**config.mk**
```make
export PLATFORM = sky130hd
export DESIGN_NAME = ntt_twiddle_table_entry_top
export DESIGN_NICKNAME = d
export VERILOG_FILES = /design/src/sv/nte_pkg.sv /design/src/sv/ntt_twiddle_table_entry_top.sv /design/src/sv/nte_serial_alu.sv /design/src/sv/nte_seq.sv
export SDC_FILE = /design/constraint.sdc
export NUM_CORES = 2
export LEC_CHECK = 0
export ABC_AREA = 1
export BUFFER_PORTS_ARGS = -buffer_cell sky130_fd_sc_hd__buf_2
export CAP_MARGIN = 15
export CELL_PAD_IN_SITES_DETAIL_PLACEMENT = 0
export CELL_PAD_IN_SITES_GLOBAL_PLACEMENT = 2
export CORE_ASPECT_RATIO = 1.25
export CORE_MARGIN = 8
export CORE_UTILIZATION = 34
export CTS_BUF_LIST = sky130_fd_sc_hd__clkbuf_8
export CTS_CLUSTER_SIZE = 12
export DETAILED_ROUTE_END_ITERATION = 12
export PLACE_DENSITY_LB_ADDON = 0.1
export SLEW_MARGIN = 20
export SYNTH_ARGS = -nofsm -noshare
export SYNTH_HDL_FRONTEND = slang
export SYNTH_HIERARCHICAL = 1
export SYNTH_SLANG_ARGS = --single-unit
```
**constraint.sdc**
```tcl
create_clock -name clk -period 6.4 [get_ports clk]
set_input_delay 0.32 -clock clk [delete_from_list [all_inputs] [get_ports clk]]
set_output_delay 0.32 -clock clk [all_outputs]
set_load 0.02 [all_outputs]
```
**src/sv/nte_pkg.sv**
```systemverilog
`timescale 1ns / 1ps
// ----------------------------------------------------------------------------
// nte_pkg
// Shared constants, register indexes and types for the twiddle entry block.
// ----------------------------------------------------------------------------
package nte_pkg;
	localparam int unsigned WordW    = 64;
	localparam int unsigned IndexW   = 16;
	localparam int unsigned LogNW    = 5;
	localparam int unsigned MaxLogN  = 16;
	localparam int unsigned CntW     = 7;

	localparam logic [1:0] RegModulus = 2'd0;
	localparam logic [1:0] RegRoot    = 2'd1;
	localparam logic [1:0] RegLogN    = 2'd2;

	// operation codes for the shared serial arithmetic unit
	typedef enum logic [1:0] {
		OP_MUL   = 2'd0,
		OP_SHOUP = 2'd1,
		OP_RED   = 2'd2
	} nte_op_t;

	typedef struct packed {
		logic    start;
		nte_op_t op;
	} nte_cmd_t;
endpackage

```
**src/sv/ntt_twiddle_table_entry_top.sv**
```systemverilog
`timescale 1ns / 1ps
// ----------------------------------------------------------------------------
// ntt_twiddle_table_entry_top
// One bit-reversed NTT twiddle entry with Shoup constants, digit-serial.
// ----------------------------------------------------------------------------
// channel | handshake        | payload
// in      | in_valid/ready   | table_index
// out     | out_valid/ready  | six 64-bit values, index_bad
// cfg     | cfg_we           | cfg_index, cfg_data
// One item at a time through one bit-serial modular unit, which runs each
// multiply, reduction or Shoup quotient bit by bit. An entry runs up to
// 2*128 ladder steps on q-2 and 2*32 on the index, plus three reductions
// and three quotients.
// A bad index or modulus below two is offered the cycle after acceptance.
// Reset returns modulus 3, root 1, log_n 0. Output holds while stalled.
module ntt_twiddle_table_entry_top import nte_pkg::*; (
	input  logic              clk,
	input  logic              arst_n,
	input  logic              cfg_we,
	input  logic [1:0]        cfg_index,
	input  logic [WordW-1:0]  cfg_data,
	input  logic              in_valid,
	output logic              in_ready,
	input  logic [IndexW-1:0] table_index,
	output logic              out_valid,
	input  logic              out_ready,
	output logic [WordW-1:0]  fwd_twiddle,
	output logic [WordW-1:0]  fwd_shoup,
	output logic [WordW-1:0]  inv_twiddle,
	output logic [WordW-1:0]  inv_shoup,
	output logic [WordW-1:0]  size_inverse,
	output logic [WordW-1:0]  size_inverse_shoup,
	output logic              index_bad
);
	localparam int unsigned RevIdxW = $clog2(IndexW);

	logic [WordW-1:0]  modulus_q, root_q;
	logic [LogNW-1:0]  log_n_q, ln;
	logic              busy_q, go;
	logic [IndexW-1:0] rev_d, rev_q;
	logic [WordW-1:0]  n_val, fw, fws, iw, iws, ni, nis;
	logic              fin;
	logic [IndexW:0]   n_wide;

	// hold configuration
	always_ff @(posedge clk or negedge arst_n) begin
		if (!arst_n) begin
			modulus_q <= 64'd3;
			root_q    <= 64'd1;
			log_n_q   <= '0;
		end else if (cfg_we) begin
			unique case (cfg_index)
				RegModulus: modulus_q <= cfg_data;
				RegRoot:    root_q    <= cfg_data;
				RegLogN:    log_n_q   <= cfg_data[LogNW-1:0];
				default:    ;
			endcase
		end
	end

	assign ln     = (log_n_q > LogNW'(MaxLogN)) ? LogNW'(MaxLogN) : log_n_q;
	assign n_wide = (IndexW+1)'(1) << ln;
	assign n_val  = {{(WordW-IndexW-1){1'b0}}, n_wide};

	// bit reverse over the low ln bits
	always_comb begin
		rev_d = '0;
		for (int k = 0; k < IndexW; k++)
			if (LogNW'(k) < ln) rev_d[RevIdxW'(ln - LogNW'(k) - 1'b1)] = table_index[k];
	end

	// hold the reversed index for the whole entry
	always_ff @(posedge clk) begin
		if (go) rev_q <= rev_d;
	end

	logic bad, degen;
	assign bad   = {1'b0, table_index} >= n_wide;
	assign degen = modulus_q < 64'd2;
	assign in_ready = !busy_q && !out_valid;
	assign go = in_valid && in_ready && !bad && !degen;

	nte_seq u_seq (
		.clk(clk), .arst_n(arst_n), .go(go), .q(modulus_q), .root(root_q),
		.n_val(n_val), .rev(rev_q), .fin(fin),
		.fw(fw), .fws(fws), .iw(iw), .iws(iws), .ni(ni), .nis(nis)
	);

	// output register
	always_ff @(posedge clk or negedge arst_n) begin
		if (!arst_n) begin
			busy_q    <= 1'b0;
			out_valid <= 1'b0;
		end else begin
			if (out_valid && out_ready) out_valid <= 1'b0;
			if (go) busy_q <= 1'b1;
			else if (in_valid && in_ready) out_valid <= 1'b1;
			if (fin) begin
				busy_q    <= 1'b0;
				out_valid <= 1'b1;
			end
		end
	end

	always_ff @(posedge clk) begin
		if (in_valid && in_ready && !go) begin
			index_bad <= bad;
			{fwd_twiddle, fwd_shoup, inv_twiddle} <= '0;
			{inv_shoup, size_inverse, size_inverse_shoup} <= '0;
		end else if (fin) begin
			index_bad <= 1'b0;
			fwd_twiddle <= fw; fwd_shoup <= fws;
			inv_twiddle <= iw; inv_shoup <= iws;
			size_inverse <= ni; size_inverse_shoup <= nis;
		end
	end
endmodule

```
**src/sv/nte_serial_alu.sv**
```systemverilog
`timescale 1ns / 1ps
// ----------------------------------------------------------------------------
// nte_serial_alu
// Bit-serial modular multiply, Shoup quotient and reduction, one bit a cycle.
// ----------------------------------------------------------------------------
module nte_serial_alu import nte_pkg::*; (
	input  logic              clk,
	input  logic              arst_n,
	input  nte_cmd_t          cmd,
	input  logic [WordW-1:0]  a,
	input  logic [WordW-1:0]  b,
	input  logic [WordW-1:0]  q,
	output logic              busy,
	output logic              done,
	output logic [WordW-1:0]  res
);
	logic [WordW-1:0] r_q, b_q, a_q, quo_q;
	logic [CntW-1:0]  cnt_q;
	nte_op_t          op_q;
	logic             busy_q, done_q;
	logic [WordW:0]   dbl, dsub, acc, asub;
	logic [WordW-1:0] r1, r2;

	// double then conditionally add, each reduced by one subtract
	always_comb begin
		dbl  = {r_q, 1'b0};
		dsub = dbl - {1'b0, q};
		r1   = (dbl >= {1'b0, q}) ? dsub[WordW-1:0] : dbl[WordW-1:0];
		acc  = {1'b0, r1} + {1'b0, a_q};
		asub = acc - {1'b0, q};
		r2   = (acc >= {1'b0, q}) ? asub[WordW-1:0] : acc[WordW-1:0];
	end

	always_ff @(posedge clk or negedge arst_n) begin
		if (!arst_n) begin
			busy_q <= 1'b0;
			done_q <= 1'b0;
			cnt_q  <= '0;
			op_q   <= OP_MUL;
		end else begin
			done_q <= 1'b0;
			if (cmd.start && !busy_q) begin
				busy_q <= 1'b1;
				op_q   <= cmd.op;
				cnt_q  <= '0;
			end else if (busy_q) begin
				cnt_q <= cnt_q + 1'b1;
				if (cnt_q == CntW'(WordW - 1)) begin
					busy_q <= 1'b0;
					done_q <= 1'b1;
				end
			end
		end
	end

	// datapath, one bit per cycle
	always_ff @(posedge clk) begin
		if (cmd.start && !busy_q) begin
			a_q   <= a;
			b_q   <= b;
			quo_q <= '0;
			unique case (cmd.op)
				OP_SHOUP: r_q <= a;
				default:  r_q <= '0;
			endcase
		end else if (busy_q) begin
			b_q <= {b_q[WordW-2:0], 1'b0};
			unique case (op_q)
				OP_MUL:   r_q <= b_q[WordW-1] ? r2 : r1;
				OP_RED:   r_q <= b_q[WordW-1] ? r2 : r1;
				OP_SHOUP: begin
					r_q   <= r1;
					quo_q <= {quo_q[WordW-2:0], dbl >= {1'b0, q}};
				end
				default:  r_q <= r1;
			endcase
		end
	end

	assign busy = busy_q;
	assign done = done_q;
	assign res  = (op_q == OP_SHOUP) ? quo_q : r_q;
endmodule

```
**src/sv/nte_seq.sv**
```systemverilog
`timescale 1ns / 1ps
// ----------------------------------------------------------------------------
// nte_seq
// Sequencer: walks the exponentiations and Shoup steps for one table entry.
// ----------------------------------------------------------------------------
module nte_seq import nte_pkg::*; (
	input  logic              clk,
	input  logic              arst_n,
	input  logic              go,
	input  logic [WordW-1:0]  q,
	input  logic [WordW-1:0]  root,
	input  logic [WordW-1:0]  n_val,
	input  logic [IndexW-1:0] rev,
	output logic              fin,
	output logic [WordW-1:0]  fw,
	output logic [WordW-1:0]  fws,
	output logic [WordW-1:0]  iw,
	output logic [WordW-1:0]  iws,
	output logic [WordW-1:0]  ni,
	output logic [WordW-1:0]  nis
);
	typedef enum logic [7:0] {
		S_IDLE = 8'b00000001,
		S_RED  = 8'b00000010,
		S_MUL  = 8'b00000100,
		S_SQR  = 8'b00001000,
		S_NEXT = 8'b00010000,
		S_SHP  = 8'b00100000,
		S_WAIT = 8'b01000000,
		S_FIN  = 8'b10000000
	} st_t;

	st_t              st_q;
	logic [1:0]       job_q;
	logic [WordW-1:0] base_q, acc_q, e_q;
	logic [WordW-1:0] rinv_q;
	logic [1:0]       shp_q;
	nte_cmd_t         cmd;
	logic [WordW-1:0] op_a, op_b, alu_res;
	logic             alu_busy, alu_done, issued_q;

	nte_serial_alu u_alu (
		.clk(clk), .arst_n(arst_n), .cmd(cmd), .a(op_a), .b(op_b), .q(q),
		.busy(alu_busy), .done(alu_done), .res(alu_res)
	);

	// job 0: root_inv, 1: fw, 2: iw, 3: ni
	always_comb begin
		cmd.start = 1'b0;
		cmd.op    = OP_MUL;
		op_a      = acc_q;
		op_b      = base_q;
		unique case (st_q)
			S_RED: begin
				cmd.start = !issued_q;
				cmd.op    = OP_RED;
				op_b      = (job_q == 2'd3) ? n_val : root;
				op_a      = 64'd1;
			end
			S_MUL: cmd.start = !issued_q;
			S_SQR: begin
				cmd.start = !issued_q;
				op_a      = base_q;
			end
			S_SHP: begin
				cmd.start = !issued_q;
				cmd.op    = OP_SHOUP;
				unique case (shp_q)
					2'd0:    op_a = fw;
					2'd1:    op_a = iw;
					default: op_a = ni;
				endcase
			end
			default: ;
		endcase
	end

	always_ff @(posedge clk or negedge arst_n) begin
		if (!arst_n) begin
			st_q     <= S_IDLE;
			issued_q <= 1'b0;
			job_q    <= '0;
			shp_q    <= '0;
		end else begin
			if (cmd.start) issued_q <= 1'b1;
			unique case (st_q)
				S_IDLE: if (go) begin
					job_q <= 2'd0;
					st_q  <= S_RED;
				end
				S_RED: if (alu_done) begin
					issued_q <= 1'b0;
					st_q     <= S_NEXT;
				end
				S_MUL: if (alu_done) begin
					issued_q <= 1'b0;
					st_q     <= S_SQR;
				end
				S_SQR: if (alu_done) begin
					issued_q <= 1'b0;
					st_q     <= S_NEXT;
				end
				S_NEXT: begin
					if (e_q == '0) begin
						if (job_q == 2'd3) begin
							shp_q <= 2'd0;
							st_q  <= S_SHP;
						end else begin
							job_q <= job_q + 1'b1;
							st_q  <= (job_q == 2'd1) ? S_WAIT : S_RED;
						end
					end else st_q <= e_q[0] ? S_MUL : S_SQR;
				end
				S_WAIT: st_q <= S_NEXT;
				S_SHP: if (alu_done) begin
					issued_q <= 1'b0;
					if (shp_q == 2'd2) st_q <= S_FIN;
					else shp_q <= shp_q + 1'b1;
				end
				S_FIN: st_q <= S_IDLE;
				default: st_q <= S_IDLE;
			endcase
		end
	end

	// operands and results of the exponentiation ladder
	always_ff @(posedge clk) begin
		unique case (st_q)
			S_RED: if (alu_done) begin
				base_q <= alu_res;
				acc_q  <= 64'd1;
				e_q    <= (job_q == 2'd1) ? {{(WordW-IndexW){1'b0}}, rev} : q - 64'd2;
			end
			S_MUL: if (alu_done) acc_q <= alu_res;
			S_SQR: if (alu_done) begin
				base_q <= alu_res;
				e_q    <= e_q >> 1;
			end
			S_NEXT: if (e_q == '0) begin
				unique case (job_q)
					2'd0: begin
						base_q <= acc_q;
					end
					2'd1: fw <= acc_q;
					2'd2: iw <= acc_q;
					default: ni <= acc_q;
				endcase
			end
			S_WAIT: begin
				base_q <= rinv_q;
				acc_q  <= 64'd1;
				e_q    <= {{(WordW-IndexW){1'b0}}, rev};
			end
			S_SHP: if (alu_done) begin
				unique case (shp_q)
					2'd0:    fws <= alu_res;
					2'd1:    iws <= alu_res;
					default: nis <= alu_res;
				endcase
			end
			default: ;
		endcase
	end

	// keep root_inv as the iw base: job 2 starts from S_WAIT after job 1
	always_ff @(posedge clk) begin
		if (st_q == S_NEXT && e_q == '0 && job_q == 2'd0) rinv_q <= acc_q;
	end

	assign fin = (st_q == S_FIN);
endmodule

```
==> results.cfg <==
[yosys]
syn_area_mm2 = 0.0817
synth_warnings = 6
synth.avg_cell_area_um2 = 7.45
synth_largest_area_cell = edfxtp_1
synth-seq-area-share = 0.471
async_flop_share = 0.109
synthTopCellsByArea = edfxtp_1 31%, nand2_1 18%, dfxtp_1 11%
synth_edf_count = 849
synth.distinct_cells = 62
yosysMostFrequentCell = nand2_1
synth_top_area_frac = 0.312
synth_ff_type = edfxtp_1
ys_ff_latch = 1456
syn-instance-count = 10953
synth_common_cells = 4,002 x nand2_1, 1,263 x inv_1, 910 x nor2_1, 849 x edfxtp_1, 755 x a21oi_1

[flow_run]
max-cap-violations = 0

[sta]
period_needed_ps = 6950
fin_ws_ps = -553
post-route-period-util = 1.09
finalMaxSlewViolations = 0
fmax_mhz = 144
relSlewSlack = 0.172
finClkSkew_ps = 119
setup_viol = 64
worst_slew_pin_slew_ps = 1240
rsz0062_at_grt = yes
hold_viol = 0

[critical_path]
cp_top_family = simple AND/OR/NAND/NOR gates
path_max_fanout = 5
crit_path_top_delay_cell = dfrtp_2
crit_type = flop to flop
cp_num_buf_inv = 14
worstSetupStartpointType = flop
cpMostUsedCell = nand2_1
required_ps = 7050
cp.arrival_ps = 7610
cp_slowest_stage_delay_ps = 450
end_kind = flop

[floorplan]
die_h_um = 564
rows = 201
core_mm2 = 0.239
io_pins = 474
chipWidth_um = 454
initial_core_util = 0.341
dieArea_mm2 = 0.256

[run_status]
status = finished with violations
violations = negative setup slack

[drt]
drc = 0
via_count = 84972
wirelength_mm = 445
routedWlPerCell_um = 27.1
drtIter0Drc = 8182
vias_per_cell = 5.18
dr.pass1.iters = 9
antenna_left = 0

[cts]
cts_sinks = 1456
cts_tree = yes
cts.htree.levels = 5
clk_pin_slew_worst_paths_ps = 60
cts_buffer_depth = 4
cts_root_buffer = clkbuf_8
cts_made_buffers = 266
insertion_delay_ps = 980

[place]
place.gp.congestion = 1.05
placedCellCount = 15720
dp_hpwl_mm = 352
io_buffers = 473

[global_route]
grt_util_all_layers = 0.334
grt_pass1_vias = 83372
grt_max_degree = 215
antenna_found_initial = 34
grt_overflow = 0
grt_pass1_wl_mm = 615

[finish]
syn2layout_area_growth_pct = 35.9
layout.nets = 13360
stdcell_count = 16401
drive_gt1_frac = 0.264

[hold_path]
hp-class = primary input to flop
## metrics by stage
| stage | hold slack (ps) | TNS [ps] | util | worst slack [ps] | area [um^2] |
|---|---|---|---|---|---|
| 3_5_place_dp | 371 | -90420 | 0.413 | -1470 | 98800 |
| 3_3_place_gp | 366 | -92510 | 0.413 | -1550 | 98800 |
| 4_1_cts | 19.1 | -19410 | 0.459 | -385 | 110000 |
| 5_1_grt | 81.3 | -40100 | 0.463 | -712 | 111000 |
| 2_1_floorplan | 24.4 | 0 | - | 298 | 81800 |
| 6_report | 92.7 | -29880 | 0.463 | -553 | 111000 |
## repair_timing
item                                    in CTS  in global routing
hold endpoints to repair                   206                  0
endpoints found under the setup margin      64                 64
setup buffers                               86                 19
cloned                                      15                  2
hold buffers                                81                  0
pin swaps                                  160                 97
gates resized for setup                    948                202
## cell type report
class | count | area, um^2
diodes | 8 | 20.0
clock buffers | 302 | 4160
clock inverters | 175 | 987
fillers | 24751 | 128000
inverters | 1301 | 4950
multi-input cells | 7822 | 41200
flip-flops and latches | 1456 | 38500
well taps | 3146 | 3940
repair buffers | 2191 | 17200
## worst paths after layout
check / startpoint / to / slack, ps / cells after the start
min reg2reg: u_seq/u_alu/quo_q[35]$_SDFFE_PP0P_ / u_seq/u_alu/quo_q[36]$_SDFFE_PP0P_ / 430 / 2
min in group asynchronous: arst_n / root_q[30]$_DFFE_PN0P_ / 470 / 3
max: modulus_q[23]$_DFFE_PN0P_ / u_seq/u_alu/r_q[61]$_DFFE_PP_ / -550 / 49
max reg2reg: modulus_q[23]$_DFFE_PN0P_ / u_seq/u_alu/r_q[61]$_DFFE_PP_ / -550 / 49
max in group asynchronous: arst_n / modulus_q[32]$_DFFE_PN0P_ / 4910 / 4
min: in_valid / index_bad$_SDFFCE_PN0P_ / 90 / 5
## logic make-up after synthesis
kind of cell,Yosys count,synth area share
compound gates,1515,0.103
simple gates,5911,0.294
buf+inv,1721,0.0838
xor+xnor,113,0.0123
fa+ha+maj,235,0.0363
flops,1456,0.471
mux,1,0.000138
other cells,1,0.0000459
## layer usage
layer	vias up	wire length, um	global-route usage
met5	-	46	0
met1	41126	172000	0.397
met3	888	26900	0.0494
li1	39673	-	-
met4	6	33300	0.200
met2	3279	213000	0.570
## worst register-to-register path, delay by kind of cell, from the launching register on
family                     cells  cell delay [ps]
DFF                            1              450
buffers and inverters         14             1830
adders and majority gates      3              750
AOI/OAI and AO/OA              6              860
and+or+nand+nor               26             2810
## layout by cell type (no fill, tap or decap), types with 350 or more instances in the layout
cell type,instances
nand2_1,3671
buf_4,1477
inv_1,1286
edfxtp_1,849
nor2_1,785
a21oi_1,670
nand3_1,649
buf_2,472
dfxtp_1,448
o21ai_0,350
Power is not shown: default switching activity piles up to over one toggle a cycle in this logic, so the estimate is an artifact.
